<file path="src/hw/rtl/pwc_pkg.sv">
`default_nettype none
package pwc_pkg;

  // Axes handled by the wall logic, and axes carried on the ports
  localparam int DIMS = 3;
  localparam int AXES = 3;

  // Fixed point scale of time_step and min_distance_factor
  localparam int FRAC_BITS = 16;

  // Pipeline depth, one valid bit per stage
  localparam int NSTAGES = 11;

  // Velocity times time step: 32 x 17 signed product and its scaled result
  localparam int PROD_W = 49;
  localparam int DV_W = PROD_W - FRAC_BITS;

  // Collision distance times factor: 31 x 16 unsigned product plus carry
  localparam int MPROD_W = 48;
  localparam int MIND_W = MPROD_W - FRAC_BITS;

  // Width of the exact sums and compares
  localparam int MAXW_A = (MIND_W + 1 > DV_W) ? MIND_W + 1 : DV_W;
  localparam int WIDE_W = ((MAXW_A > 33) ? MAXW_A : 33) + 2;

  // Round to nearest, ties toward plus infinity, before the shift
  localparam logic signed [PROD_W-1:0] PHALF =
    {{(PROD_W-FRAC_BITS){1'b0}}, 1'b1, {(FRAC_BITS-1){1'b0}}};
  localparam logic [MPROD_W-1:0] MHALF =
    {{(MPROD_W-FRAC_BITS){1'b0}}, 1'b1, {(FRAC_BITS-1){1'b0}}};

  // Saturation bounds in the wide format
  localparam logic signed [WIDE_W-1:0] SAT_MAX_W = {{(WIDE_W-31){1'b0}}, {31{1'b1}}};
  localparam logic signed [WIDE_W-1:0] SAT_MIN_W = {{(WIDE_W-31){1'b1}}, {31{1'b0}}};

  // Configuration port
  localparam int CFG_IDX_W = 3;
  localparam int CFG_DATA_W = 32;
  localparam logic [31:0] UPPER_RST = 32'h0001_0000;
  localparam logic [5:0] WALLS_RST = 6'd55;

  typedef enum logic [CFG_IDX_W-1:0] {
    CFG_LOWER_X,
    CFG_LOWER_Y,
    CFG_LOWER_Z,
    CFG_UPPER_X,
    CFG_UPPER_Y,
    CFG_UPPER_Z,
    CFG_FACTOR,
    CFG_WALLS
  } cfg_idx_e;

  typedef struct packed {
    logic [AXES-1:0][31:0] lower;
    logic [AXES-1:0][31:0] upper;
    logic [15:0]           factor;
    logic [2*AXES-1:0]     walls;
  } cfg_t;

  function automatic logic signed [WIDE_W-1:0] sx32(input logic [31:0] a);
    return {{(WIDE_W-32){a[31]}}, a};
  endfunction

  function automatic logic signed [WIDE_W-1:0] sxdv(input logic [DV_W-1:0] a);
    return {{(WIDE_W-DV_W){a[DV_W-1]}}, a};
  endfunction

  function automatic logic signed [WIDE_W-1:0] zx31(input logic [30:0] a);
    return {{(WIDE_W-31){1'b0}}, a};
  endfunction

  function automatic logic signed [WIDE_W-1:0] zxm(input logic [MIND_W-1:0] a);
    return {{(WIDE_W-MIND_W){1'b0}}, a};
  endfunction

  function automatic logic [31:0] sat32(input logic signed [WIDE_W-1:0] a);
    logic [31:0] r;
    if (a > SAT_MAX_W) begin
      r = 32'h7FFF_FFFF;
    end else if (a < SAT_MIN_W) begin
      r = 32'h8000_0000;
    end else begin
      r = a[31:0];
    end
    return r;
  endfunction

endpackage
`default_nettype wire

</file>
<file path="src/hw/rtl/pwc_cfg.sv">
`default_nettype none
module pwc_cfg (
  input  wire logic                             clk_i,
  input  wire logic                             rst_ni,
  input  wire logic                             cfg_we_i,
  input  wire logic [pwc_pkg::CFG_IDX_W-1:0]    cfg_idx_i,
  input  wire logic [pwc_pkg::CFG_DATA_W-1:0]   cfg_data_i,
  output pwc_pkg::cfg_t                         cfg_o
);

  pwc_pkg::cfg_t cfg_q, cfg_d;

  // Decode the register index and update one field
  always_comb begin
    cfg_d = cfg_q;
    if (cfg_we_i) begin
      case (pwc_pkg::cfg_idx_e'(cfg_idx_i))
        pwc_pkg::CFG_LOWER_X: cfg_d.lower[0] = cfg_data_i[31:0];
        pwc_pkg::CFG_LOWER_Y: cfg_d.lower[1] = cfg_data_i[31:0];
        pwc_pkg::CFG_LOWER_Z: cfg_d.lower[2] = cfg_data_i[31:0];
        pwc_pkg::CFG_UPPER_X: cfg_d.upper[0] = cfg_data_i[31:0];
        pwc_pkg::CFG_UPPER_Y: cfg_d.upper[1] = cfg_data_i[31:0];
        pwc_pkg::CFG_UPPER_Z: cfg_d.upper[2] = cfg_data_i[31:0];
        pwc_pkg::CFG_FACTOR:  cfg_d.factor = cfg_data_i[15:0];
        pwc_pkg::CFG_WALLS:   cfg_d.walls = cfg_data_i[2*pwc_pkg::AXES-1:0];
        default: cfg_d = cfg_q;
      endcase
    end
  end

  // Hold the register file, defaults on reset
  always_ff @(posedge clk_i or negedge rst_ni) begin
    if (!rst_ni) begin
      cfg_q.lower <= '0;
      cfg_q.upper <= {pwc_pkg::AXES{pwc_pkg::UPPER_RST}};
      cfg_q.factor <= '0;
      cfg_q.walls <= pwc_pkg::WALLS_RST;
    end else begin
      cfg_q <= cfg_d;
    end
  end

  assign cfg_o = cfg_q;

endmodule
`default_nettype wire

</file>
<file path="config.mk">
export PLATFORM = sky130hd
export DESIGN_NAME = pwc_cfg
export DESIGN_NICKNAME = d
export VERILOG_FILES = /design/src/hw/rtl/pwc_pkg.sv /design/src/hw/rtl/pwc_cfg.sv
export SDC_FILE = /design/constraint.sdc
export NUM_CORES = 1
export LEC_CHECK = 0
export ABC_AREA = 1
export BUFFER_PORTS_ARGS = -buffer_cell sky130_fd_sc_hd__buf_4
export CORE_MARGIN = 8
export CORE_UTILIZATION = 55
export DETAILED_ROUTE_END_ITERATION = 12
export PLACE_DENSITY_LB_ADDON = 0.05
export SYNTH_ARGS = -nofsm -noshare
export SYNTH_HDL_FRONTEND = slang
export SYNTH_SLANG_ARGS = --single-unit
</file>
<file path="constraint.sdc">
create_clock -name clk_i -period 1.4 [get_ports clk_i]
set_input_delay 0.14 -clock clk_i [delete_from_list [all_inputs] [get_ports clk_i]]
set_output_delay 0.14 -clock clk_i [all_outputs]
set_load 0.03 [all_outputs]
</file>
# Word-level counts from Yosys, hierarchy flattened

Index checks and enable logic that the tools add are counted.

Eq/ne operators: 7
Reductions and logical operators: 9

Operators with widths:

| kind               | number |
|---|---|
| $reduce_and 2->1   | 8 |
| $eq 3x3->1 const B | 4 |
| $eq 3x2->1 const B | 2 |
| $eq 3x1->1 const B | 1 |
| $logic_not 3->1    | 1 |

Bits in registers: 214
Input port bits: 38
Output and inout bits: 214
Logic and storage cells: 24

# Longest topological paths before layout

Depth in word-level cells: 2
Gate-level depth with buffers: 6
Depth with buffers taken out: 5

# Worst setup path before layout

OpenSTA, ideal clock, no wires.

Path kind: input to register
Start point: input port cfg_we_i
End point: register cfg_q (netlist bit cfg_o[156])
Library setup time: 0.066 ns
Arrival: 0.929 ns
Required time: 1.334 ns
Setup slack: 0.405 ns
Stages: 6
Path buffers: 2
Cell sequence: inv_1 nor2_2 buf_2 buf_2 nand3_1 nand2_1

Word-level cells in the longest chain between the ends: 1

Ends and longest elaborated chain:

| what                       | line          | text |
|---|---|---|
| start: declaration         | pwc_cfg.sv:5  | `input wire logic cfg_we_i,` |
| $reduce_and 2->1 (no line) | --            |  |
| end signal: assignment     | pwc_cfg.sv:39 | `cfg_q <= cfg_d;` |
| end: declaration           | pwc_cfg.sv:11 | `pwc_pkg::cfg_t cfg_q, cfg_d;` |

No other way between the ends.
A chain may end at the register's enable or synchronous reset.

# Worst setup path in the final report

Start point: register cfg_q (netlist bit cfg_o[0])
End point: output port cfg_o[0] (netlist bit)

RTL lines:

| what             | line         | text |
|---|---|---|
| end: declaration | pwc_cfg.sv:8 | `output pwc_pkg::cfg_t cfg_o` |

No word-level cell between the ends.

==> metrics.md <==
| Metric | Value |
|---|---|
| Kind of critical path | `reg -> out` |
| I/O pin count | `252` |
| Rows | `45` |
| Post-CTS resize count | `0` |
| Hold-critical path depth | `5` |
| Setup TNS | `0 ns` |
| Antenna cells | `0` |
| Cell Pwr Density | `between 1500 and 2000 nW/um^2` |
| HPWL Detailed | `roughly 18000 um` |
| Post-synthesis xor/xnor area fraction | `0%` |
| Die area | `between 15000 and 20000 um^2` |
| Remaining Overflow, GRT | `0` |
| DR iter-0 viols | `between 600 and 700` |
| Crit end category | `output port` |
| Peak VDD IR | `0.00118 V` |
| Mux cell area share after synthesis | `0%` |
| CTS root buf | `clkbuf_16` |
| Flops & latches, synth | `214` |
| Pin slew with the least headroom to its limit | `between 0.4 and 0.5 ns` |
| Clk sink count | `around 210` |
| Synth Area in Adders | `0%` |
| Area grow syn2layout | `41.0%` |
| First-pass iteration count of the detailed router | `5` |
| Worst-case clock buffer depth | `3` |
| Maxcap violations | `0` |
| Final wirelength | `between 20000 and 30000 um` |
| Via count | `7739` |
| Min-delay src | `cfg_idx_i[0]` |
| Worst Setup Start Kind | `flip-flop` |
| CP Data Required Time | `1.26 ns` |
| Worst skew pair latency | `~0.5 ns` |
| First-pass GRT wire length | `roughly 43000 um` |
| CTS H-tree depth | `1` |
| Die width | `139 um` |
| GR Util met2 | `between 40% and 50%` |
| Hold_ws | `0.117 ns` |
| Syn Area/Cell | `approximately 8.8 um^2` |
| Yosys warnings | `0` |
| Slowest CP cell | `dfstp_2` |
| Port Buffer Count | `roughly 250` |
| Post-synthesis compound-gate area fraction | `0%` |
| Pre-CTS setup slack | `0.184 ns` |
| Unrepaired setup endpoints after global routing | `no` |
| Clock skew after layout | `0 ns` |
| Post-synthesis simple-gate area fraction | `between 30% and 40%` |
| CP bufs+invs | `1` |
| Tot Pwr | `between 20 and 25 mW` |
| Busiest grt layer | `met2` |
| Cells after Synth | `941` |
| Fmax | `around 740 MHz` |
| Die H | `about 140 um` |
| Register area share after synthesis | `around 65%` |
| CP Max Fanout | `2` |
| Mapped Nets | `979` |
| Hold_buf cts | `34` |
| Antenna violations before repair | `0` |
| Largest delay share family, worst path | `flip-flops` |
| Max-slew headroom | `between 60 and 70%` |
| Largest register FFs | `around 210` |
| Setup Viol. Count Final | `0` |
| CP arrival | `between 1 and 1.5 ns` |
| Final Cycle Share | `96.4%` |
| Final Critical Period | `1.35 ns` |
| Share of post-route cells with drive strength above 1 | `between 20% and 30%` |
| Yosys cell types | `11` |
| R2r endpoint | `cfg_o[0]` |
| Wire per inst | `roughly 19 um` |
| Initial Util | `55.4%` |
| Max-slew violation count | `0` |
| TritonCTS buffer count | `22` |
| Largest net degree at the start of global routing | `54` |
| CP cell instances | `buf_4` |
| Reg2Reg Setup Slack | `approximately 0.66 ns` |
| Met1 Use GR | `a little over a third` |
| Post-Syn Area | `just over 8000 um^2` |
| Worst hold-check path type | `in -> reg` |
| NumNets Final | `about 1300` |
| Min-Delay Endpoint | `cfg_o[170]` |
| Main combinational cell family by area after synthesis | `simple AND/OR/NAND/NOR gates` |
| Reg2Reg Launch Point | `cfg_o[0]` |
| Setup slack after layout | `around 0.05 ns` |
| Number of global-route vias before repair | `roughly 8000` |
| Met3 usage | `7.23%` |
| Post-CTS Setup Inserts | `0` |
| Final hold viol count | `0` |
| Vias per inst | `between 5 and 6` |
| R2r worst-path depth | `2` |
| TritonCTS clock tree | `yes` |
| Status | `finished clean` |
| Area of the core | `15000 um^2` |
| RD Place Congestion | `between 0.8 and 0.9` |
| Antenna Violating Nets Remaining | `0` |
| All-Layer GR Usage | `27.7%` |
| Static Leak | `approximately 6.5 nW` |
| DR DRC count | `0` |
| Worst-path clk slew | `roughly 0.06 ns` |
| Worst path max stage delay | `around 0.55 ns` |
==> layout by cell type, fill, tap and decap left out <==
cell type,count
clkinv_2,3
nor2_4,4
dlygate4sd3_1,34
dfstp_2,8
clkbuf_16,23
nand3_1,128
nand2_1,527
nor2_2,2
dfrtp_1,206
clkbuf_1,5
nor2_1,2
clkinv_1,1
buf_12,10
buf_4,283
clkbuf_8,8
inv_1,5
clkinvlp_4,1
==> worst max path at each step <==
stage / start / to / slack (ns) / depth (start not counted)
6_report: cfg_o[0] / cfg_o[0] / 0.05 / 1
3_5_place_dp: cfg_idx_i[2] / cfg_o[118] / 0.18 / 5
2_1_floorplan: cfg_we_i / cfg_o[156] / 0.41 / 6
3_3_place_gp: cfg_idx_i[2] / cfg_o[119] / 0.24 / 5
4_1_cts: cfg_o[1] / cfg_o[1] / 0.05 / 1
5_1_grt: cfg_o[0] / cfg_o[0] / 0.03 / 1
==> where the power goes <==
part / leakage [nW] / internal, mW / total (mW) / switching, mW
logic: 3.50 / 2.15 / 6.25 / 4.09
clock network: 0.352 / 3.37 / 5.70 / 2.33
registers: 2.68 / 7.38 / 8.14 / 0.757
total: 6.53 / 12.9 / 20.1 / 7.18
==> final cells by class <==
class / instances / area [um^2]
Sequential cell: 214 / 5370
Clock inverter: 4 / 22.5
Tap cell: 188 / 235
Fill cell: 1065 / 3280
Timing Repair Buffer: 328 / 2680
Clock buffer: 35 / 691
Multi-Input combinational cell: 663 / 2680
Inverter: 6 / 22.5
==> synthesized netlist by cell type, drive strengths merged <==
master	instances	area, um^2
nand2	527	1980
dfrtp	206	5150
nand3	128	641
clkbuf	36	143
buf	22	110
dfstp	8	210
nor2	8	37.5
inv	5	18.8
clkinv	1	3.75
==> logic make-up (layout without fill, tap and decap cells) <==
family / Yosys count / in the layout
buf+inv: 64 / 373
flops: 214 / 214
simple gates: 663 / 663
==> routing by layer <==
metal	wire [um]	part of all wire, %
met2	12700	47
met5	0	0
met3	2550	9.4
met1	10900	40
met4	1040	3.8
==> metrics by stage <==
step / utilization, % / cells / instance area, um^2
3_3_place_gp: 71.1 / 1365 / 10600
5_1_grt: 78.1 / 1438 / 11700
3_5_place_dp: 71.1 / 1365 / 10600
2_1_floorplan: - / 941 / 8300
4_1_cts: 78.1 / 1438 / 11700
6_report: 78.1 / 1438 / 11700
Note: power is estimated with default switching activity, not from simulation.
