===== config.mk =====
export PLATFORM = sky130hd
export DESIGN_NAME = pwc_axis
export DESIGN_NICKNAME = d
export VERILOG_FILES = /design/src/hw/rtl/pwc_pkg.sv /design/src/hw/rtl/pwc_axis.sv
export SDC_FILE = /design/constraint.sdc
export NUM_CORES = 2
export LEC_CHECK = 0
export ABC_AREA = 0
export BUFFER_PORTS_ARGS = -buffer_cell sky130_fd_sc_hd__clkbuf_2
export CAP_MARGIN = 40
export CORE_ASPECT_RATIO = 1.2
export CORE_MARGIN = 4
export CORE_UTILIZATION = 50
export DETAILED_ROUTE_END_ITERATION = 10
export HOLD_SLACK_MARGIN = 0.03
export PLACE_DENSITY = 0.66
export SYNTH_ARGS = -nofsm -noshare
export SYNTH_HDL_FRONTEND = slang
export SYNTH_MEMORY_MAX_BITS = 65536
export SYNTH_SLANG_ARGS = --single-unit

===== constraint.sdc =====
create_clock -name clk_i -period 8.6 [get_ports clk_i]
set_clock_uncertainty 0.05 [all_clocks]
set_input_delay 0.86 -clock clk_i [delete_from_list [all_inputs] [get_ports clk_i]]
set_output_delay 0.86 -clock clk_i [all_outputs]
set_load 0.02 [all_outputs]

===== src/hw/rtl/pwc_pkg.sv =====
`default_nettype none
package pwc_pkg;

  // Axes handled by the wall logic, and axes carried on the ports
  localparam int DIMS = 3;
  localparam int AXES = 3;

  // Fixed point scale of time_step and min_distance_factor
  localparam int FRAC_BITS = 16;

  // Pipeline depth, one valid bit per stage
  localparam int NSTAGES = 11;

  // Velocity times time step: 32 x 17 signed product and its scaled result
  localparam int PROD_W = 49;
  localparam int DV_W = PROD_W - FRAC_BITS;

  // Collision distance times factor: 31 x 16 unsigned product plus carry
  localparam int MPROD_W = 48;
  localparam int MIND_W = MPROD_W - FRAC_BITS;

  // Width of the exact sums and compares
  localparam int MAXW_A = (MIND_W + 1 > DV_W) ? MIND_W + 1 : DV_W;
  localparam int WIDE_W = ((MAXW_A > 33) ? MAXW_A : 33) + 2;

  // Round to nearest, ties toward plus infinity, before the shift
  localparam logic signed [PROD_W-1:0] PHALF =
    {{(PROD_W-FRAC_BITS){1'b0}}, 1'b1, {(FRAC_BITS-1){1'b0}}};
  localparam logic [MPROD_W-1:0] MHALF =
    {{(MPROD_W-FRAC_BITS){1'b0}}, 1'b1, {(FRAC_BITS-1){1'b0}}};

  // Saturation bounds in the wide format
  localparam logic signed [WIDE_W-1:0] SAT_MAX_W = {{(WIDE_W-31){1'b0}}, {31{1'b1}}};
  localparam logic signed [WIDE_W-1:0] SAT_MIN_W = {{(WIDE_W-31){1'b1}}, {31{1'b0}}};

  // Configuration port
  localparam int CFG_IDX_W = 3;
  localparam int CFG_DATA_W = 32;
  localparam logic [31:0] UPPER_RST = 32'h0001_0000;
  localparam logic [5:0] WALLS_RST = 6'd55;

  typedef enum logic [CFG_IDX_W-1:0] {
    CFG_LOWER_X,
    CFG_LOWER_Y,
    CFG_LOWER_Z,
    CFG_UPPER_X,
    CFG_UPPER_Y,
    CFG_UPPER_Z,
    CFG_FACTOR,
    CFG_WALLS
  } cfg_idx_e;

  typedef struct packed {
    logic [AXES-1:0][31:0] lower;
    logic [AXES-1:0][31:0] upper;
    logic [15:0]           factor;
    logic [2*AXES-1:0]     walls;
  } cfg_t;

  function automatic logic signed [WIDE_W-1:0] sx32(input logic [31:0] a);
    return {{(WIDE_W-32){a[31]}}, a};
  endfunction

  function automatic logic signed [WIDE_W-1:0] sxdv(input logic [DV_W-1:0] a);
    return {{(WIDE_W-DV_W){a[DV_W-1]}}, a};
  endfunction

  function automatic logic signed [WIDE_W-1:0] zx31(input logic [30:0] a);
    return {{(WIDE_W-31){1'b0}}, a};
  endfunction

  function automatic logic signed [WIDE_W-1:0] zxm(input logic [MIND_W-1:0] a);
    return {{(WIDE_W-MIND_W){1'b0}}, a};
  endfunction

  function automatic logic [31:0] sat32(input logic signed [WIDE_W-1:0] a);
    logic [31:0] r;
    if (a > SAT_MAX_W) begin
      r = 32'h7FFF_FFFF;
    end else if (a < SAT_MIN_W) begin
      r = 32'h8000_0000;
    end else begin
      r = a[31:0];
    end
    return r;
  endfunction

endpackage
`default_nettype wire


===== src/hw/rtl/pwc_axis.sv =====
`default_nettype none
module pwc_axis (
  input  wire logic                          clk_i,
  input  wire logic [pwc_pkg::NSTAGES-1:0]   en_i,
  input  wire logic [31:0]                   pos_i,
  input  wire logic [31:0]                   vel_i,
  input  wire logic [15:0]                   dt_i,
  input  wire logic [30:0]                   maxd_i,
  input  wire logic                          lo_en_i,
  input  wire logic                          hi_en_i,
  input  wire logic [31:0]                   lower_i,
  input  wire logic [31:0]                   upper_i,
  input  wire logic [pwc_pkg::MIND_W-1:0]    mind_i,
  output      logic [31:0]                   pos_o,
  output      logic [31:0]                   vel_o
);

  localparam int W = pwc_pkg::WIDE_W;

  typedef struct packed {
    logic signed [31:0]                 x;
    logic signed [31:0]                 v;
    logic signed [pwc_pkg::PROD_W-1:0]  pv;
    logic [pwc_pkg::DV_W-1:0]           dv;
    logic [31:0]                        xn;
    logic [30:0]                        maxd;
    logic [pwc_pkg::MIND_W-1:0]         mind;
    logic                               lo_en;
    logic                               hi_en;
    logic                               hit;
    logic signed [W-1:0]                cda;
    logic signed [W-1:0]                cdb;
    logic signed [W-1:0]                cd;
    logic signed [W-1:0]                lim;
  } stage_t;

  stage_t st_q [pwc_pkg::NSTAGES];
  stage_t st_d [pwc_pkg::NSTAGES];

  logic signed [pwc_pkg::PROD_W-1:0] round_sum;
  logic signed [W-1:0]               cd_lo, cd_hi;

  always_comb begin
    // Multiply velocity by time step
    st_d[0] = st_q[0];
    st_d[0].x = pos_i;
    st_d[0].v = vel_i;
    st_d[0].pv = $signed(vel_i) * $signed({1'b0, dt_i});
    st_d[0].maxd = maxd_i;
    st_d[0].lo_en = lo_en_i;
    st_d[0].hi_en = hi_en_i;

    // Round and scale the displacement
    st_d[1] = st_q[0];
    round_sum = st_q[0].pv + pwc_pkg::PHALF;
    st_d[1].dv = round_sum[pwc_pkg::PROD_W-1:pwc_pkg::FRAC_BITS];

    // Predict the position, form the lower threshold
    st_d[2] = st_q[1];
    st_d[2].xn = pwc_pkg::sat32(pwc_pkg::sx32(st_q[1].x) + pwc_pkg::sxdv(st_q[1].dv));
    st_d[2].lim = pwc_pkg::sx32(lower_i) + pwc_pkg::zx31(st_q[1].maxd);
    st_d[2].mind = mind_i;

    // Lower wall: detect contact, candidate stand-offs
    st_d[3] = st_q[2];
    st_d[3].hit = st_q[2].lo_en && (pwc_pkg::sx32(st_q[2].xn) < st_q[2].lim);
    st_d[3].cda = pwc_pkg::sx32(st_q[2].x) - pwc_pkg::sx32(lower_i);
    st_d[3].cdb = pwc_pkg::sx32(st_q[2].xn) - pwc_pkg::sx32(lower_i);

    // Lower wall: pick the stand-off, floor it
    st_d[4] = st_q[3];
    cd_lo = (st_q[3].cda > pwc_pkg::zx31(st_q[3].maxd)) ? st_q[3].cdb : st_q[3].cda;
    if (cd_lo < pwc_pkg::zxm(st_q[3].mind)) begin
      cd_lo = pwc_pkg::zxm(st_q[3].mind);
    end
    st_d[4].cd = cd_lo;

    // Lower wall: push inside, stop outward motion
    st_d[5] = st_q[4];
    st_d[5].lim = pwc_pkg::sx32(lower_i) + st_q[4].cd;
    if (st_q[4].hit) begin
      if (st_d[5].lim > pwc_pkg::sx32(st_q[4].xn)) begin
        st_d[5].xn = pwc_pkg::sat32(st_d[5].lim);
      end
      if (st_q[4].v < 0) begin
        st_d[5].v = '0;
      end
    end

    // Lower wall: rewind position, form the upper threshold
    st_d[6] = st_q[5];
    if (st_q[5].hit) begin
      if (st_q[5].v == 0) begin
        st_d[6].x = st_q[5].xn;
      end else begin
        st_d[6].x = pwc_pkg::sat32(pwc_pkg::sx32(st_q[5].xn) - pwc_pkg::sxdv(st_q[5].dv));
      end
    end
    st_d[6].lim = pwc_pkg::sx32(upper_i) - pwc_pkg::zx31(st_q[5].maxd);

    // Upper wall: detect contact, candidate stand-offs
    st_d[7] = st_q[6];
    st_d[7].hit = st_q[6].hi_en && (pwc_pkg::sx32(st_q[6].xn) > st_q[6].lim);
    st_d[7].cda = pwc_pkg::sx32(upper_i) - pwc_pkg::sx32(st_q[6].x);
    st_d[7].cdb = pwc_pkg::sx32(upper_i) - pwc_pkg::sx32(st_q[6].xn);

    // Upper wall: pick the stand-off, floor it
    st_d[8] = st_q[7];
    cd_hi = (st_q[7].cda > pwc_pkg::zx31(st_q[7].maxd)) ? st_q[7].cdb : st_q[7].cda;
    if (cd_hi < pwc_pkg::zxm(st_q[7].mind)) begin
      cd_hi = pwc_pkg::zxm(st_q[7].mind);
    end
    st_d[8].cd = cd_hi;

    // Upper wall: push inside, stop outward motion
    st_d[9] = st_q[8];
    st_d[9].lim = pwc_pkg::sx32(upper_i) - st_q[8].cd;
    if (st_q[8].hit) begin
      if (st_d[9].lim < pwc_pkg::sx32(st_q[8].xn)) begin
        st_d[9].xn = pwc_pkg::sat32(st_d[9].lim);
      end
      if (st_q[8].v > 0) begin
        st_d[9].v = '0;
      end
    end

    // Upper wall: rewind position
    st_d[10] = st_q[9];
    if (st_q[9].hit) begin
      if (st_q[9].v == 0) begin
        st_d[10].x = st_q[9].xn;
      end else begin
        st_d[10].x = pwc_pkg::sat32(pwc_pkg::sx32(st_q[9].xn) - pwc_pkg::sxdv(st_q[9].dv));
      end
    end
  end

  // Stage registers load when their stage advances
  always_ff @(posedge clk_i) begin
    for (int k = 0; k < pwc_pkg::NSTAGES; k++) begin
      if (en_i[k]) begin
        st_q[k] <= st_d[k];
      end
    end
  end

  assign pos_o = st_q[pwc_pkg::NSTAGES-1].x;
  assign vel_o = st_q[pwc_pkg::NSTAGES-1].v;

endmodule
`default_nettype wire


### Yosys cells after proc, flatten, opt, wreduce, memory -nomap -nowiden

Memory sizes are Yosys's and may differ from the RTL's.
Index checks and enable logic that the tools add are counted.
W data, S select, Z words.

| storage, ports and cells | value |
|---|---|
| bits in registers | 0 |
| word-level logic and storage cells | 86 |
| output and inout port bits | 64 |
| memories | 1 |
| input bits | 221 |
| bits in writable memories | 4224 |

| operators by class | value |
|---|---|
| multiplexer cells | 48 |
| add/sub/neg operators | 12 |
| magnitude comparators | 20 |
| multiply operators | 1 |
| reductions and logical operators | 4 |

Memory list:

| name | depth | bits a word | rd ports | clocked after memory_dff | write ports | RTL line | RTL |
|---|---|---|---|---|---|---|---|
| st_q | 11 | 384 | 11 | 0 | 11 | pwc_axis.sv:37 | `stage_t st_q [pwc_pkg::NSTAGES];` |

Operators by type and width:

| operator | count |
|---|---|
| $mux W32 | 22 |
| $sub A32 B32 Y33 | 5 |
| $mux W35 | 4 |
| $gt A35 B32 Y1 | 3 |
| $gt A34 B32 Y1 const B | 3 |
| $lt A34 B32 Y1 const B | 3 |
| $gt A35 B32 Y1 const B | 2 |
| $lt A35 B32 Y1 const B | 2 |
| $lt A35 B33 Y1 | 2 |
| $sub A32 B33 Y34 | 2 |
| $logic_not A32 Y1 | 2 |
| $add A49 B17 Y49 const B | 1 |
| $mul A32 B17 Y49 | 1 |
| $add A32 B35 Y35 | 1 |
| $gt A32 B35 Y1 | 1 |
| $lt A32 B35 Y1 | 1 |
| $lt A35 B32 Y1 | 1 |
| $sub A32 B35 Y35 | 1 |
| $add A32 B33 Y34 | 1 |
| $add A32 B32 Y33 | 1 |
| $gt A32 B1 Y1 const B | 1 |
| $lt A32 B1 Y1 const B | 1 |
| $mux W1 | 22 |
| $logic_and A1 B1 Y1 | 2 |

### Logic depth before layout (Yosys ltp)

| logic depth | value |
|---|---|
| word-level depth | 6 |
| mapped depth | 25 |
| gate-level depth less buffers | 24 |

### Worst setup path before layout

No wires, ideal clock.

| timing | value |
|---|---|
| kind | input to register |
| start | input vel_i[31] |
| end | memory st_q[0][319] (netlist bit) (data pin) |
| data required time | 8.290 ns |
| cell stages on the path | 22 |
| slack | 1.797 ns |
| arrival time | 6.493 ns |
| path through | clkbuf_1 -> nand2_1 -> fa_1 -> inv_1 -> fa_1 -> fa_1 -> fa_1 -> fa_1 -> inv_1 -> fa_1 -> inv_1 -> ha_1 -> a21o_1 -> a21o_1 -> a21o_1 -> a21oi_1 -> o21bai_1 -> nor3_1 -> a211oi_1 -> o21a_1 -> nor2_1 -> xnor2_1 |

RTL lines:

| item | RTL line | RTL |
|---|---|---|
| start, declared | pwc_axis.sv:6 | `input wire logic [31:0] vel_i,` |
| end, declared | pwc_axis.sv:37 |  |

==> flow_summary_export.csv <==
group,metric,value,unit
clock_network,path_clk_slew,0.06,ns
power_and_ir_drop,p_per_area,338,nW/µm²
sta,tightest_slew,0.948,ns
sta,rsz0062_at_grt,"false",
floorplan,fp.dieW,433,µm
logic_synthesis,async_flop_share,0,%
logic_synthesis,synth_cell_types,88,
run_status,status,"complete, no violations",
clock_network,cts.sinks,2011,
clock_network,cts_tree,"yes",
global_route,grt_most_used_layer,"met2",
logic_synthesis,yosysTopAreaCell,"edfxtp_1",
logic_synthesis,synth.avg_cell_area,12.9,µm²
worst_setup_path,timing.rr.start,"st_q[3][205]",
placement,pre_cts_ws,0.617,ns
logic_synthesis,synthSimpleGateAreaFrac,8.39,%
worst_setup_path,end_kind,"flip-flop",
clock_network,cts_resized,0,
cells_and_area,nets,10200,
power_and_ir_drop,leakage,0.0497,µW
worst_setup_path,cp_slowest_cell,"or2_2",
placement,port_buffers,284,
logic_synthesis,yosysWarnings,0,
logic_synthesis,ys_seq_elements,2011,
logic_synthesis,synth_area_leaders,"edfxtp_1 56%, fa_1 9.2%, ha_1 8.4%",
drt,wl_per_cell,23.0,µm
logic_synthesis,seq_area_frac_synth,55.8,%
logic_synthesis,synth_top_family_by_area,"adder cells",
sta,hold_violations,0,
sta,slew_headroom,35.2,%
floorplan,die_area,224000,µm²
worst_setup_path,slowest_delay,0.70,ns
cells_and_area,fill_cells,17400,
drt,dr.pass1.iters,6,
job,max_cap_violations,0,
logic_synthesis,postSynthCellCount,8387,
clock_network,post-cts-setup-buffers,0,
worst_setup_path,criticalPathCategory,"flip-flop to flip-flop",
global_route,use_met1,31.9,%
global_route,grt_usage,24.2,%
cells_and_area,syn2layout_area_growth,10.9,%
logic_synthesis,synth.top_cell.area_share,55.8,%
cells_and_area,largest_reg_flops,2011,
clock_network,clk_path_buf_depth,3,
sta,timing.hold.ws,0.115,ns
clock_network,cts_made_buffers,197,
drt,ant_nets,0,
worst_setup_path,path_buf_inv,2,
min_path,hold_path.startpoint,"maxd_i[14]",
clock_network,htreeDepth,4,
sta,max_freq,132,MHz
sta,finalCriticalPeriod,7.57,ns
sta,tns,0,ns
clock_network,cts_hold_buf,0,
sta,slew_violations,0,
floorplan,die_h,518,µm
sta,setup_violations,0,
floorplan,start_util,50.4,%
logic_synthesis,synthAdderAreaFrac,17.6,%
global_route,grt_pass1_wl,407000,µm
global_route,use_met3,2.75,%
global_route,overflow,0,
floorplan,coreArea,215000,µm²
placement,dp_hpwl,212000,µm
drt,drt-total-wl,270000,µm
logic_synthesis,syn-cell-area,108000,µm²
power_and_ir_drop,peakVddDrop,0.683,mV
global_route,met2_usage,40.4,%
logic_synthesis,synth_edf_count,2011,
logic_synthesis,synth-xor-area-share,2.96,%
worst_setup_path,crit_chain,"inv_1 -> ha_1 -> nand4_1 -> or3_1 -> or4_1 -> a31oi_1 -> or2_2 -> mux2_2 -> ha_1 -> nand4_1 -> or2_2 -> nor4_1 -> nand3_1 -> a31oi_1 -> o2111ai_2 -> a21oi_4 -> buf_12 -> mux2_2",
cells_and_area,drive_above_1_share,9.54,%
placement,gp_congestion,0.906,
cells_and_area,reg.largest.list,"st_q (2011)",
worst_setup_path,required,9.09,ns
cells_and_area,largest_register,"st_q",
drt,drt_iter0_markers,4792,
global_route,grt_max_degree,144,
min_path,hold_class,"input port to flip-flop",
worst_setup_path,cpLargestDelayFamily,"simple AND/OR/NAND/NOR gates",
floorplan,io_pins,285,
logic_synthesis,synth_compound_area_share,9.14,%
drt,remaining_drc_errors,0,
logic_synthesis,yosys-mux-area-fraction,1.37,%
global_route,antenna_found_initial,33,
global_route,first_global_vias,68100,
worst_setup_path,rrSetupSlack,1.03,ns
clock_network,cts_root_buf,"clkbuf_16",
clock_network,clock_latency,0.87,ns
drt,viasPerCell,5.58,
worst_setup_path,crit_fanout,32,
drt,vias,65600,
sta,timing.final.ws_setup,1.03,ns
logic_synthesis,ys.flop_type,"edfxtp_1",
worst_setup_path,cp_data_arrival_time,8.06,ns
worst_setup_path,crit_start,"st_q[3][205]",
worst_setup_path,start_kind,"flip-flop",
floorplan,rows,186,
sta,post-route-period-util,88.0,%
==> synth_stat cells, types with 9 or more instances <==
cell / count
o21ai_0: 234
o221a_2: 35
o31a_1: 10
o31ai_1: 20
nor4_1: 40
and2_1: 306
nand4_1: 75
a21oi_1: 393
nand3b_1: 9
buf_2: 21
a211oi_1: 59
mux2_2: 85
or2_2: 23
and4_1: 9
o211ai_1: 36
o21bai_1: 49
or3_1: 23
mux2i_1: 36
nor2b_1: 90
a221oi_1: 72
xnor2_1: 261
nor3_1: 87
clkbuf_1: 159
mux2_4: 10
nor2_1: 318
a221o_1: 37
nand2_1: 641
a211o_1: 12
nand2b_1: 64
a31oi_1: 52
fa_1: 498
o2111ai_1: 15
and3_1: 55
edfxtp_1: 2011
a2111oi_0: 14
nand3_1: 96
xor2_1: 105
a21o_1: 224
o21a_1: 71
ha_1: 729
inv_1: 1139
a31o_2: 14
a21boi_0: 14
o22ai_1: 19
==> through the flow <==
step / power, µW / area, µm² / std cells / utilization [%]
floorplan: 26700 / 108000 / 8388 / -
global placement: 31600 / 113000 / 11400 / 52.7
detailed placement: 32100 / 113000 / 11400 / 52.8
CTS: 40800 / 120000 / 11800 / 55.9
global route: 43400 / 120000 / 11800 / 55.9
finish: 40600 / 120000 / 11800 / 55.9
==> cells in the final DEF, fill, tap and decap left out, drive strengths merged, types with 90 or more instances in the layout <==
cell    netlist  routed
nor2b        90      90
edfxtp     2011    2011
xor2        105     105
mux2         96      96
xnor2       261     261
ha          729     729
fa          498     498
nand2       641     641
nand3        96      96
and2        306     306
inv        1139    1150
buf          29      97
clkinv        0     101
a21o        224     224
clkbuf      159     499
o21ai       242     242
nor2        319     319
a21oi       395     395
==> path summary, 6_finish.rpt <==
| check | to | cells past startpoint |
|---|---|---|
| max | st_q[4][37] | 18 |
| min | st_q[0][189] | 1 |
| max reg2reg | st_q[4][37] | 18 |
| min reg2reg | st_q[1][374] | 0 |
==> power breakdown <==
group	leakage (µW)	internal (µW)	switching (µW)
combinational	0.0269	7400	10500
sequential	0.0196	13200	920
clock	0.00316	4810	3800
==> kinds of logic after synthesis <==
family | count (synthesis)
flops | 2011
fa+ha+maj | 1227
other cells | 1
xor+xnor | 366
simple gates | 1858
mux | 132
buf+inv | 1327
compound gates | 1465
==> final cells by class <==
type	count	area, µm²	share of cell area (%)
sequential	2011	60400	50.4
clock buffer	225	5030	4.20
tap	2820	3530	2.94
clock inverter	138	1510	1.26
multi-input combinational	5050	42800	35.7
inverter	1139	4280	3.57
antenna	2	5.00	0.00417
timing repair buffer	371	2350	1.96
==> metal layers <==
metal / wire, µm / up-vias
met3: 13600 / 547
met5: 42 / -
met2: 130000 / 1932
met1: 113000 / 32600
li1: - / 30600
met4: 13600 / 6
No activity file was read; power rests on OpenSTA's default activity.
