<file path="config.mk">
export PLATFORM = sky130hd
export DESIGN_NAME = pwc_ctrl
export DESIGN_NICKNAME = d
export VERILOG_FILES = /design/src/hw/rtl/pwc_pkg.sv /design/src/hw/rtl/pwc_ctrl.sv
export SDC_FILE = /design/constraint.sdc
export NUM_CORES = 1
export LEC_CHECK = 0
export ABC_CLOCK_PERIOD_IN_PS = 1350
export BUFFER_PORTS_ARGS = -buffer_cell sky130_fd_sc_hd__buf_2
export CAP_MARGIN = 20
export CORE_AREA = 2 2 39 41
export CTS_CLUSTER_SIZE = 8
export DETAILED_ROUTE_END_ITERATION = 8
export DIE_AREA = 0 0 41 43
export GPL_ROUTABILITY_DRIVEN = 1
export PLACE_DENSITY = 0.63
export SYNTH_ARGS = -nofsm -noshare
export SYNTH_HDL_FRONTEND = slang
export SYNTH_SLANG_ARGS = --single-unit
</file>
<file path="constraint.sdc">
create_clock -name clk_i -period 1.35 [get_ports clk_i]
set_input_delay 0.135 -clock clk_i [delete_from_list [all_inputs] [get_ports clk_i]]
set_output_delay 0.135 -clock clk_i [all_outputs]
set_load 0.05 [all_outputs]
</file>
<file path="src/hw/rtl/pwc_pkg.sv">
`default_nettype none
package pwc_pkg;

  // Axes handled by the wall logic, and axes carried on the ports
  localparam int DIMS = 3;
  localparam int AXES = 3;

  // Fixed point scale of time_step and min_distance_factor
  localparam int FRAC_BITS = 16;

  // Pipeline depth, one valid bit per stage
  localparam int NSTAGES = 11;

  // Velocity times time step: 32 x 17 signed product and its scaled result
  localparam int PROD_W = 49;
  localparam int DV_W = PROD_W - FRAC_BITS;

  // Collision distance times factor: 31 x 16 unsigned product plus carry
  localparam int MPROD_W = 48;
  localparam int MIND_W = MPROD_W - FRAC_BITS;

  // Width of the exact sums and compares
  localparam int MAXW_A = (MIND_W + 1 > DV_W) ? MIND_W + 1 : DV_W;
  localparam int WIDE_W = ((MAXW_A > 33) ? MAXW_A : 33) + 2;

  // Round to nearest, ties toward plus infinity, before the shift
  localparam logic signed [PROD_W-1:0] PHALF =
    {{(PROD_W-FRAC_BITS){1'b0}}, 1'b1, {(FRAC_BITS-1){1'b0}}};
  localparam logic [MPROD_W-1:0] MHALF =
    {{(MPROD_W-FRAC_BITS){1'b0}}, 1'b1, {(FRAC_BITS-1){1'b0}}};

  // Saturation bounds in the wide format
  localparam logic signed [WIDE_W-1:0] SAT_MAX_W = {{(WIDE_W-31){1'b0}}, {31{1'b1}}};
  localparam logic signed [WIDE_W-1:0] SAT_MIN_W = {{(WIDE_W-31){1'b1}}, {31{1'b0}}};

  // Configuration port
  localparam int CFG_IDX_W = 3;
  localparam int CFG_DATA_W = 32;
  localparam logic [31:0] UPPER_RST = 32'h0001_0000;
  localparam logic [5:0] WALLS_RST = 6'd55;

  typedef enum logic [CFG_IDX_W-1:0] {
    CFG_LOWER_X,
    CFG_LOWER_Y,
    CFG_LOWER_Z,
    CFG_UPPER_X,
    CFG_UPPER_Y,
    CFG_UPPER_Z,
    CFG_FACTOR,
    CFG_WALLS
  } cfg_idx_e;

  typedef struct packed {
    logic [AXES-1:0][31:0] lower;
    logic [AXES-1:0][31:0] upper;
    logic [15:0]           factor;
    logic [2*AXES-1:0]     walls;
  } cfg_t;

  function automatic logic signed [WIDE_W-1:0] sx32(input logic [31:0] a);
    return {{(WIDE_W-32){a[31]}}, a};
  endfunction

  function automatic logic signed [WIDE_W-1:0] sxdv(input logic [DV_W-1:0] a);
    return {{(WIDE_W-DV_W){a[DV_W-1]}}, a};
  endfunction

  function automatic logic signed [WIDE_W-1:0] zx31(input logic [30:0] a);
    return {{(WIDE_W-31){1'b0}}, a};
  endfunction

  function automatic logic signed [WIDE_W-1:0] zxm(input logic [MIND_W-1:0] a);
    return {{(WIDE_W-MIND_W){1'b0}}, a};
  endfunction

  function automatic logic [31:0] sat32(input logic signed [WIDE_W-1:0] a);
    logic [31:0] r;
    if (a > SAT_MAX_W) begin
      r = 32'h7FFF_FFFF;
    end else if (a < SAT_MIN_W) begin
      r = 32'h8000_0000;
    end else begin
      r = a[31:0];
    end
    return r;
  endfunction

endpackage
`default_nettype wire

</file>
<file path="src/hw/rtl/pwc_ctrl.sv">
`default_nettype none
module pwc_ctrl (
  input  wire logic                          clk_i,
  input  wire logic                          rst_ni,
  input  wire logic                          in_valid_i,
  output      logic                          in_ready_o,
  output      logic                          out_valid_o,
  input  wire logic                          out_ready_i,
  output      logic [pwc_pkg::NSTAGES-1:0]   en_o
);

  logic [pwc_pkg::NSTAGES-1:0] valid_q, valid_d;
  logic [pwc_pkg::NSTAGES:0]   rdy;

  // A stage loads when it is empty or its content moves on
  always_comb begin
    rdy[pwc_pkg::NSTAGES] = out_ready_i;
    for (int k = pwc_pkg::NSTAGES - 1; k >= 0; k--) begin
      rdy[k] = !valid_q[k] || rdy[k+1];
    end
  end

  assign en_o = rdy[pwc_pkg::NSTAGES-1:0];

  // Advance the valid bits with the data
  always_comb begin
    valid_d = valid_q;
    if (en_o[0]) begin
      valid_d[0] = in_valid_i;
    end
    for (int k = 1; k < pwc_pkg::NSTAGES; k++) begin
      if (en_o[k]) begin
        valid_d[k] = valid_q[k-1];
      end
    end
  end

  always_ff @(posedge clk_i or negedge rst_ni) begin
    if (!rst_ni) begin
      valid_q <= '0;
    end else begin
      valid_q <= valid_d;
    end
  end

  assign in_ready_o = rdy[0];
  assign out_valid_o = valid_q[pwc_pkg::NSTAGES-1];

`ifndef SYNTH
  a_stall_holds: assert property (@(posedge clk_i) disable iff (!rst_ni)
    valid_q[0] && !en_o[0] |=> valid_q[0])
    else $error("stalled first stage lost its item");

  a_full_when_blocked: assert property (@(posedge clk_i) disable iff (!rst_ni)
    !in_ready_o |-> (&valid_q))
    else $error("input blocked while a stage is empty");

  a_count_up: assert property (@(posedge clk_i) disable iff (!rst_ni)
    in_valid_i && in_ready_o && !(out_valid_o && out_ready_i)
    |=> $countones(valid_q) == $past($countones(valid_q)) + 1)
    else $error("accepted item not counted in the pipeline");

  a_count_down: assert property (@(posedge clk_i) disable iff (!rst_ni)
    !(in_valid_i && in_ready_o) && out_valid_o && out_ready_i
    |=> $countones(valid_q) == $past($countones(valid_q)) - 1)
    else $error("delivered item not removed from the pipeline");
`endif

endmodule
`default_nettype wire

</file>
======== After elaboration in Yosys (flattened, before gate mapping) ========
Cells that the tools add are included.
word-level totals
  register bits ........................... 11
  input port bits ......................... 4
  output and inout port bits .............. 13
cells by class
  reduce and logical (&&, ||, !) cells .... 22
operator list
  kind                count
  $logic_not A1 Y1    11
  $logic_or A1 B1 Y1  11

======== Logic depth before layout (Yosys ltp) ========
Gate-level depths: netlist (run 1).
  depth after elaboration ................. 12
  gate-level depth with buffers ........... 5
  mapped depth without buffers ............ 2

======== Worst setup path after synthesis (run 1) ========
Ideal clock, no wire load.
  path kind ............................... register -> output
  from .................................... register valid_q[10] (netlist name)
  to ...................................... output en_o[0] (netlist name)
  arrival ................................. 1933 ps
  required time ........................... 1215 ps
  path slack .............................. -718 ps
  stages on the path, launching flop included .. 6
  path buffers ............................ 3
  cells stage by stage .................... dfrtp_1 and4b_1 buf_6 buf_6 nand3_1 buf_4
on the way
  word-level cells in the longest chain between the ends .. 12
ends and longest elaborated chain
  element                            line            source
  start: declaration                 pwc_ctrl.sv:12  logic [pwc_pkg::NSTAGES-1:0] valid_q, valid_d;
  start signal: assignment           pwc_ctrl.sv:42  valid_q <= valid_d;
  $logic_not A1 Y1                   pwc_ctrl.sv:19  rdy[k] = !valid_q[k] || rdy[k+1];
  $logic_or A1 B1 Y1 (11 in series)  pwc_ctrl.sv:19
  end: declaration                   pwc_ctrl.sv:9   output logic [pwc_pkg::NSTAGES-1:0] en_o
Every way passes these cells.

======== Worst setup path in the final report (run 1) ========
  from .................................... register valid_q[10] (netlist name)
  to ...................................... output en_o[3] (netlist name)
on the way
  word-level cells in the longest chain between the ends .. 9
ends and longest elaborated chain
  element                           line
  $logic_not A1 Y1                  pwc_ctrl.sv:19
  $logic_or A1 B1 Y1 (8 in series)  pwc_ctrl.sv:19
Every way passes these cells.

==> results of run 1 <==
## layer usage
| metal | up-vias | part of all wire | wire length [µm] | GRT usage |
|---|---|---|---|---|
| met3 | 4 | 0.043 | 44 | 0.0471 |
| met1 | 177 | 0.46 | 467 | 0.206 |
| met4 | 0 | 0.025 | 26 | 0.100 |
| li1 | 204 | - | - | - |
| met5 | - | 0 | 0 | 0 |
| met2 | 13 | 0.47 | 484 | 0.197 |
## kinds of logic after synthesis
family / after synthesis / synth area share
flops: 11 / 0.551
buf+inv: 5 / 0.0902
simple gates: 17 / 0.213
compound gates: 8 / 0.145
## worst max-delay path, stage by stage, from the launching register on
cell     delay [ns]
dfrtp_2        0.40
and4b_2        0.25
buf_6          0.15
nand3_1        0.10
buf_6          0.16
## final timing paths
| check | cells past startpoint | from | end |
|---|---|---|---|
| min reg2reg | 1 | valid_q[0] | valid_q[1] |
| max | 4 | valid_q[10] | en_o[3] |
| max reg2reg | 4 | valid_q[10] | valid_q[1] |
| min in group asynchronous | 2 | rst_ni | valid_q[6] |
| min | 2 | in_valid_i | valid_q[0] |
| max in group asynchronous | 2 | rst_ni | valid_q[10] |
## power groups by stage
stage	sequential, mW	combinational, mW	clock (mW)
after floorplan	0.434	0.326	0
after global placement	0.412	0.453	0
after detailed placement	0.412	0.456	0
after CTS	0.406	0.531	0.225
after global routing	0.415	0.617	0.249
final	0.408	0.581	0.225
## repair_timing
item / CTS / global route
hold buffers: 1 / 0
cloned: 1 / 0
endpoints found under the setup margin: 10 / 11
endpoints found under the hold margin: 11 / 0
buffers inserted: 0 / 0
resized for setup: 22 / 11
pin swaps: 2 / 1
## layout by cell type, fill, tap and decap left out, types with 2 or more instances in the layout
cell type,count
nand3_1,2
buf_6,9
nand4_1,2
clkbuf_4,4
buf_2,6
buf_4,5
nand3_4,2
a31o_1,3
nand2b_1,3
buf_8,3
dfrtp_1,10
## final cells by class
| type | instances | share of cell area |
|---|---|---|
| Timing Repair Buffer | 25 | 0.301 |
| Sequential cell | 11 | 0.360 |
| Inverter | 1 | 0.00489 |
| Tap cell | 16 | 0.0261 |
| Clock buffer | 4 | 0.0342 |
| Multi-Input combinational cell | 25 | 0.274 |
==> impl_metrics.csv, run 1 <==
group,metric,value,unit
logic_synthesis,synthFlopType,"dfrtp_1",
route,dr_total_vias,398,
job,maxCapViolCount,0,
finish,fin_util,0.555,
global_route,grt_first_pass_wirelength,1700,µm
power_and_ir_drop,p_sw,0.478,mW
logic_synthesis,synth_edf_count,0,
clocking,cts_tree,"done",
worst_setup_path,required,1.22,ns
sta,hold_violations,0,
route,wl,1020,µm
worst_setup_path,crit_fanout,6,
worst_setup_path,rrSetupSlack,0.14,ns
finish,drive_gt1_frac,0.561,
global_route,grt_pass1_vias,403,
logic_synthesis,synth_top_cell_by_area,"dfrtp_1",
sta,setup_violations,10,
finish,fillCellCount,129,
sta,clock.fmax,0.687,GHz
power_and_ir_drop,power_frac_seq,0.336,
clocking,cts_buffer_depth,2,
route,ant_nets,0,
worst_setup_path,arrival,1.32,ns
power_and_ir_drop,combinationalPowerShare,0.479,
sta,fin_skew,0.000888,ns
finish,final_net_count,71,
clocking,cts_buffers,3,
sta,slew_violations,0,
global_route,grt_util_all_layers,0.151,
global_route,grt_overflow,0,
logic_synthesis,avgSynthCellArea,12.2,µm²
sta,fin_crit,1.46,ns
die,num_io_pins,17,
global_route,grt_max_degree,12,
logic_synthesis,synthArstFlopShare,1.00,
power_and_ir_drop,swShare,0.394,
logic_synthesis,ys_seq_area_frac,0.551,
place,placed_area,624,µm²
power_and_ir_drop,clockPowerShare,0.185,
worst_setup_path,endpoint_kind,"primary output",
logic_synthesis,yosys_warnings,0,
hold_path,hold_class,"input pin to register",
clocking,clk_pin_slew,0.07,ns
power_and_ir_drop,p_int,0.736,mW
logic_synthesis,post-synth-top-count-cell,"dfrtp_1",
sta,slew_headroom,0.836,
route,drtIter0Drc,6,
worst_setup_path,start_kind,"register",
route,route.detailed.drc,0,
logic_synthesis,synthCells,41,
clocking,insertion_delay,0.27,ns
logic_synthesis,synth_top_area_frac,0.551,
clocking,cts_root_buf,"clkbuf_4",
logic_synthesis,syn_area,499,µm²
die,num_rows,14,
place,pre_cts_ws,0.0942,ns
die,core-area,1380,µm²
place,place.gp.congestion,0.684,
route,wire_per_inst,12.5,µm
die,die_y,43,µm
die,die_area,1760,µm²
power_and_ir_drop,finalPower,1.21,mW
sta,setup_slack,-0.105,ns
worst_setup_path,path_class,"register to primary output",
die,start_util,0.361,
power_and_ir_drop,vdd_drop_max,0.631,mV
finish,final_cells,82,
sta,period_share,1.08,
global_route,antenna_found_initial,0,
logic_synthesis,synth_area_leaders,"dfrtp_1 55%, buf_6 6.8%, a31o_1 5.3%",
status,status,"complete, but fails checks",
logic_synthesis,syn_nets,45,
power_and_ir_drop,p_per_area,1580,nW/µm²
finish,largest_register,"valid_q",
place,hpwl,696,µm
route,via_per_inst,4.85,
route,first_pass_iters,3,
place,place_inst,76,
status,violations,"negative setup slack",
finish,seq_area,277,µm²
place,portBuffers,16,
finish,top_regs,"valid_q x11",
finish,multiInputGateArea,210,µm²
sta,rsz0062_at_grt,"true",
sta,setup_tns,-0.712,ns
die,die-width,41,µm
logic_synthesis,synth.ff_latch_count,11,
finish,post-route-cell-area,768,µm²
logic_synthesis,ys_types,19,
logic_synthesis,synth_commonest_cells,"11 x dfrtp_1, 4 x nand3_1, 3 x a31o_1, 3 x buf_6, 3 x nand2b_1",
clocking,htreeDepth,1,
sta,worst_hold_slack,0.0632,ns
power_and_ir_drop,p_leak,0.334,nW
finish,diodes,0,
sta,tightest_slew,0.248,ns
clocking,clock-sinks,11,
finish,area_growth,53.9,%
finish,largest_reg_flops,11,
(Power assumes the default switching activity.)
==> run 2: changes to the inputs <==
ABC_AREA = 1   (was unset)
PLACE_DENSITY = 0.61   (was 0.63)
==> run 2 against run 1 <==
Net effect: the run still ends with negative setup slack left; count of clock-buffer cells in the layout unchanged; worst hold slack got worse by 0.018 ns; critical path depth is 2 higher; clock skew is 0.0034 ns higher; global-route usage decreased by 3.4 points; largest power group unchanged; via count decreased by 7.8%; combinational power grew 23%; highest routed layer unchanged; non-clock buffer count down 1; clock power down 3%; sequential share of layout area rose by 1.2 points; first-iteration DRC count shrank 83%; sequential cell count unchanged.
==> impl_metrics.csv, run 2 <==
group,metric,value,unit
status,status,"complete, but fails checks",
status,violations,"negative setup slack",
worst_setup_path,max_stage_delay,0.39,ns
worst_setup_path,critPathLaunch,"valid_q[8]",
worst_setup_path,slowest_stage,"dfrtp_1",
worst_setup_path,rrSetupSlack,0.17,ns
global_route,grt_util_all_layers,0.116,
power_and_ir_drop,p_leak,0.383,nW
logic_synthesis,syn_nets,50,
power_and_ir_drop,clockPowerShare,0.156,
logic_synthesis,synth_top_area_frac,0.570,
sta,slew_violations,0,
logic_synthesis,synth_area_leaders,"dfrtp_1 57%, inv_1 9.3%, nand2_1 9.3%",
logic_synthesis,synth_edf_count,0,
clocking,cts_buffer_depth,2,
power_and_ir_drop,finalPower,1.40,mW
clocking,clk_pin_slew,0.07,ns
route,route.detailed.drc,0,
sta,fin_crit,1.61,ns
sta,hold_violations,0,
worst_setup_path,cp_common_cell,"nand4_4",
sta,tightest_slew,0.246,ns
worst_setup_path,path_cells,"nand4_4 > nor2_4 > nand4_4 > nor2_4 > nand4_4 > buf_8",
global_route,grt_overflow,0,
global_route,antenna_found_initial,0,
clocking,insertion_delay,0.26,ns
worst_setup_path,endpoint_kind,"primary output",
finish,area_growth,53.9,%
power_and_ir_drop,vdd_drop_max,0.813,mV
logic_synthesis,yosys_warnings,0,
hold_path,whs_path_depth,3,
route,ant_nets,0,
global_route,grt_max_degree,12,
clocking,clock-sinks,11,
sta,setup_violations,8,
job,maxCapViolCount,0,
sta,slew_headroom,0.836,
clocking,cts_root_buf,"clkbuf_4",
worst_setup_path,arrival,1.48,ns
hold_path,hold_class,"input pin to register",
route,drtIter0Drc,1,
power_and_ir_drop,power_frac_seq,0.334,
power_and_ir_drop,p_sw,0.626,mW
place,portBuffers,16,
route,dr_wl_met3,46,µm
global_route,grt_first_pass_wirelength,1290,µm
die,num_rows,14,
worst_setup_path,worstReg2RegEnd,"valid_q[0]",
sta,fin_skew,0.00427,ns
die,die_area,1760,µm²
route,via_per_inst,4.12,
route,met1Wirelength,358,µm
worst_setup_path,path_class,"register to primary output",
worst_setup_path,crit_fanout,5,
clocking,cts_buffers,3,
worst_setup_path,crit_end,"in_ready_o",
sta,clock.fmax,0.621,GHz
logic_synthesis,ys_seq_area_frac,0.570,
route,maxUsedRoutingLayer,"met4",
finish,fillCellCount,134,
logic_synthesis,synth.ff_latch_count,11,
logic_synthesis,synth_commonest_cells,"12 x inv_1, 12 x nand2_1, 11 x dfrtp_1",
logic_synthesis,ys_types,10,
finish,mostFrequentLayoutCells,"12 x nand2_1, 11 x inv_1, 10 x dfrtp_1",
route,wl,842,µm
route,first_pass_iters,2,
worst_setup_path,crit_buf_inv,1,
finish,diodes,0,
power_and_ir_drop,combinationalPowerShare,0.511,
sta,worst_hold_slack,0.0457,ns
logic_synthesis,syn_area,483,µm²
worst_setup_path,r2r-start,"valid_q[8]",
logic_synthesis,avgSynthCellArea,10.5,µm²
power_and_ir_drop,swShare,0.447,
finish,final_net_count,78,
sta,rsz0062_at_grt,"true",
place,place.gp.congestion,0.676,
finish,top_regs,"valid_q x11",
worst_setup_path,required,1.22,ns
worst_setup_path,cpLargestDelayFamily,"simple AND/OR/NAND/NOR gates",
die,die_y,43,µm
die,num_io_pins,17,
worst_setup_path,start_kind,"register",
clocking,cts_tree,"done",
sta,period_share,1.19,
finish,largest_register,"valid_q",
sta,setup_slack,-0.261,ns
clocking,htreeDepth,1,
power_and_ir_drop,p_int,0.775,mW
die,die-width,41,µm
worst_setup_path,cp.depth,6,
logic_synthesis,synthCells,46,
die,core-area,1380,µm²
route,dr_total_vias,367,
finish,layout_commonest_cell,"nand2_1",
finish,largest_reg_flops,11,
logic_synthesis,synthArstFlopShare,1.00,
die,start_util,0.349,
finish,drive_gt1_frac,0.493,
global_route,grt_pass1_vias,324,
power_and_ir_drop,p_per_area,1880,nW/µm²
logic_synthesis,synth_top_cell_by_area,"dfrtp_1",
logic_synthesis,synthFlopType,"dfrtp_1",
route,wl_met2,427,µm
route,wire_per_inst,9.46,µm
place,hpwl,641,µm
worst_setup_path,worstRegToRegCells,6,
## run 2: per-layer routing
layer | vias up | track usage
met5 | - | 0
met4 | 0 | 0.100
met3 | 2 | 0.0471
met2 | 10 | 0.156
met1 | 164 | 0.136
li1 | 191 | -
## run 2: worst register-to-register path, stage by stage (launching register included)
cell	delay, ns
dfrtp_1	0.39
nand4_4	0.12
nor2_4	0.12
nand4_4	0.10
nor2_4	0.17
nand4_4	0.13
nand2_1	0.09
## run 2: area by class of cell
cell class | count | area, µm² | area share
clock buffer | 4 | 26.3 | 0.0354
inverter | 12 | 45.0 | 0.0606
multi-input combinational | 22 | 164 | 0.221
sequential | 11 | 277 | 0.372
tap | 16 | 20.0 | 0.0269
timing repair buffer | 24 | 211 | 0.285
## run 2: logic make-up (layout without fill, tap and decap cells)
kind of cell / after synthesis / in the layout / share of synthesized area
DFF: 11 / 11 / 0.570
and+or+nand+nor: 22 / 22 / 0.321
buffers and inverters: 13 / 40 / 0.109
## run 2: power groups by stage
stage          logic [mW]  registers [mW]  clock network, mW
6_report            0.716           0.467              0.218
5_1_grt             0.754           0.476              0.241
4_1_cts             0.701           0.467              0.230
3_5_place_dp        0.594           0.474                  0
3_3_place_gp        0.590           0.471                  0
2_1_floorplan       0.459           0.468                  0
## run 2: through the flow
step                      setup slack [ns]  utilization  area [µm²]  setup TNS [ns]  instances
after floorplan                     -0.846            -         497           -7.41         46
after CTS                           -0.287        0.528         731           -1.58         88
after global placement             -0.0410        0.450         623          -0.138         82
final                               -0.261        0.537         743           -1.45         89
after detailed placement           -0.0706        0.450         623          -0.253         82
after global routing                -0.355        0.537         743           -2.16         89
## run 2: worst min path at each step
| stage | start | endpoint | slack, ns |
|---|---|---|---|
| after global placement | rst_ni | valid_q[7] | 0.02 |
| after detailed placement | rst_ni | valid_q[6] | 0.02 |
| after floorplan | rst_ni | valid_q[0] | -0.16 |
| after global routing | in_valid_i | valid_q[0] | 0.05 |
| after CTS | in_valid_i | valid_q[0] | 0.04 |
| final | in_valid_i | valid_q[0] | 0.05 |
## run 2: repair_timing
item                                    4_1_cts  5_1_grt
pin swaps                                     3        0
hold buffers                                  1        0
endpoints found under the hold margin        11        0
gates resized for setup                      20        3
cloned                                        0        0
buffers inserted                              1        1
endpoints found under the setup margin        9       11
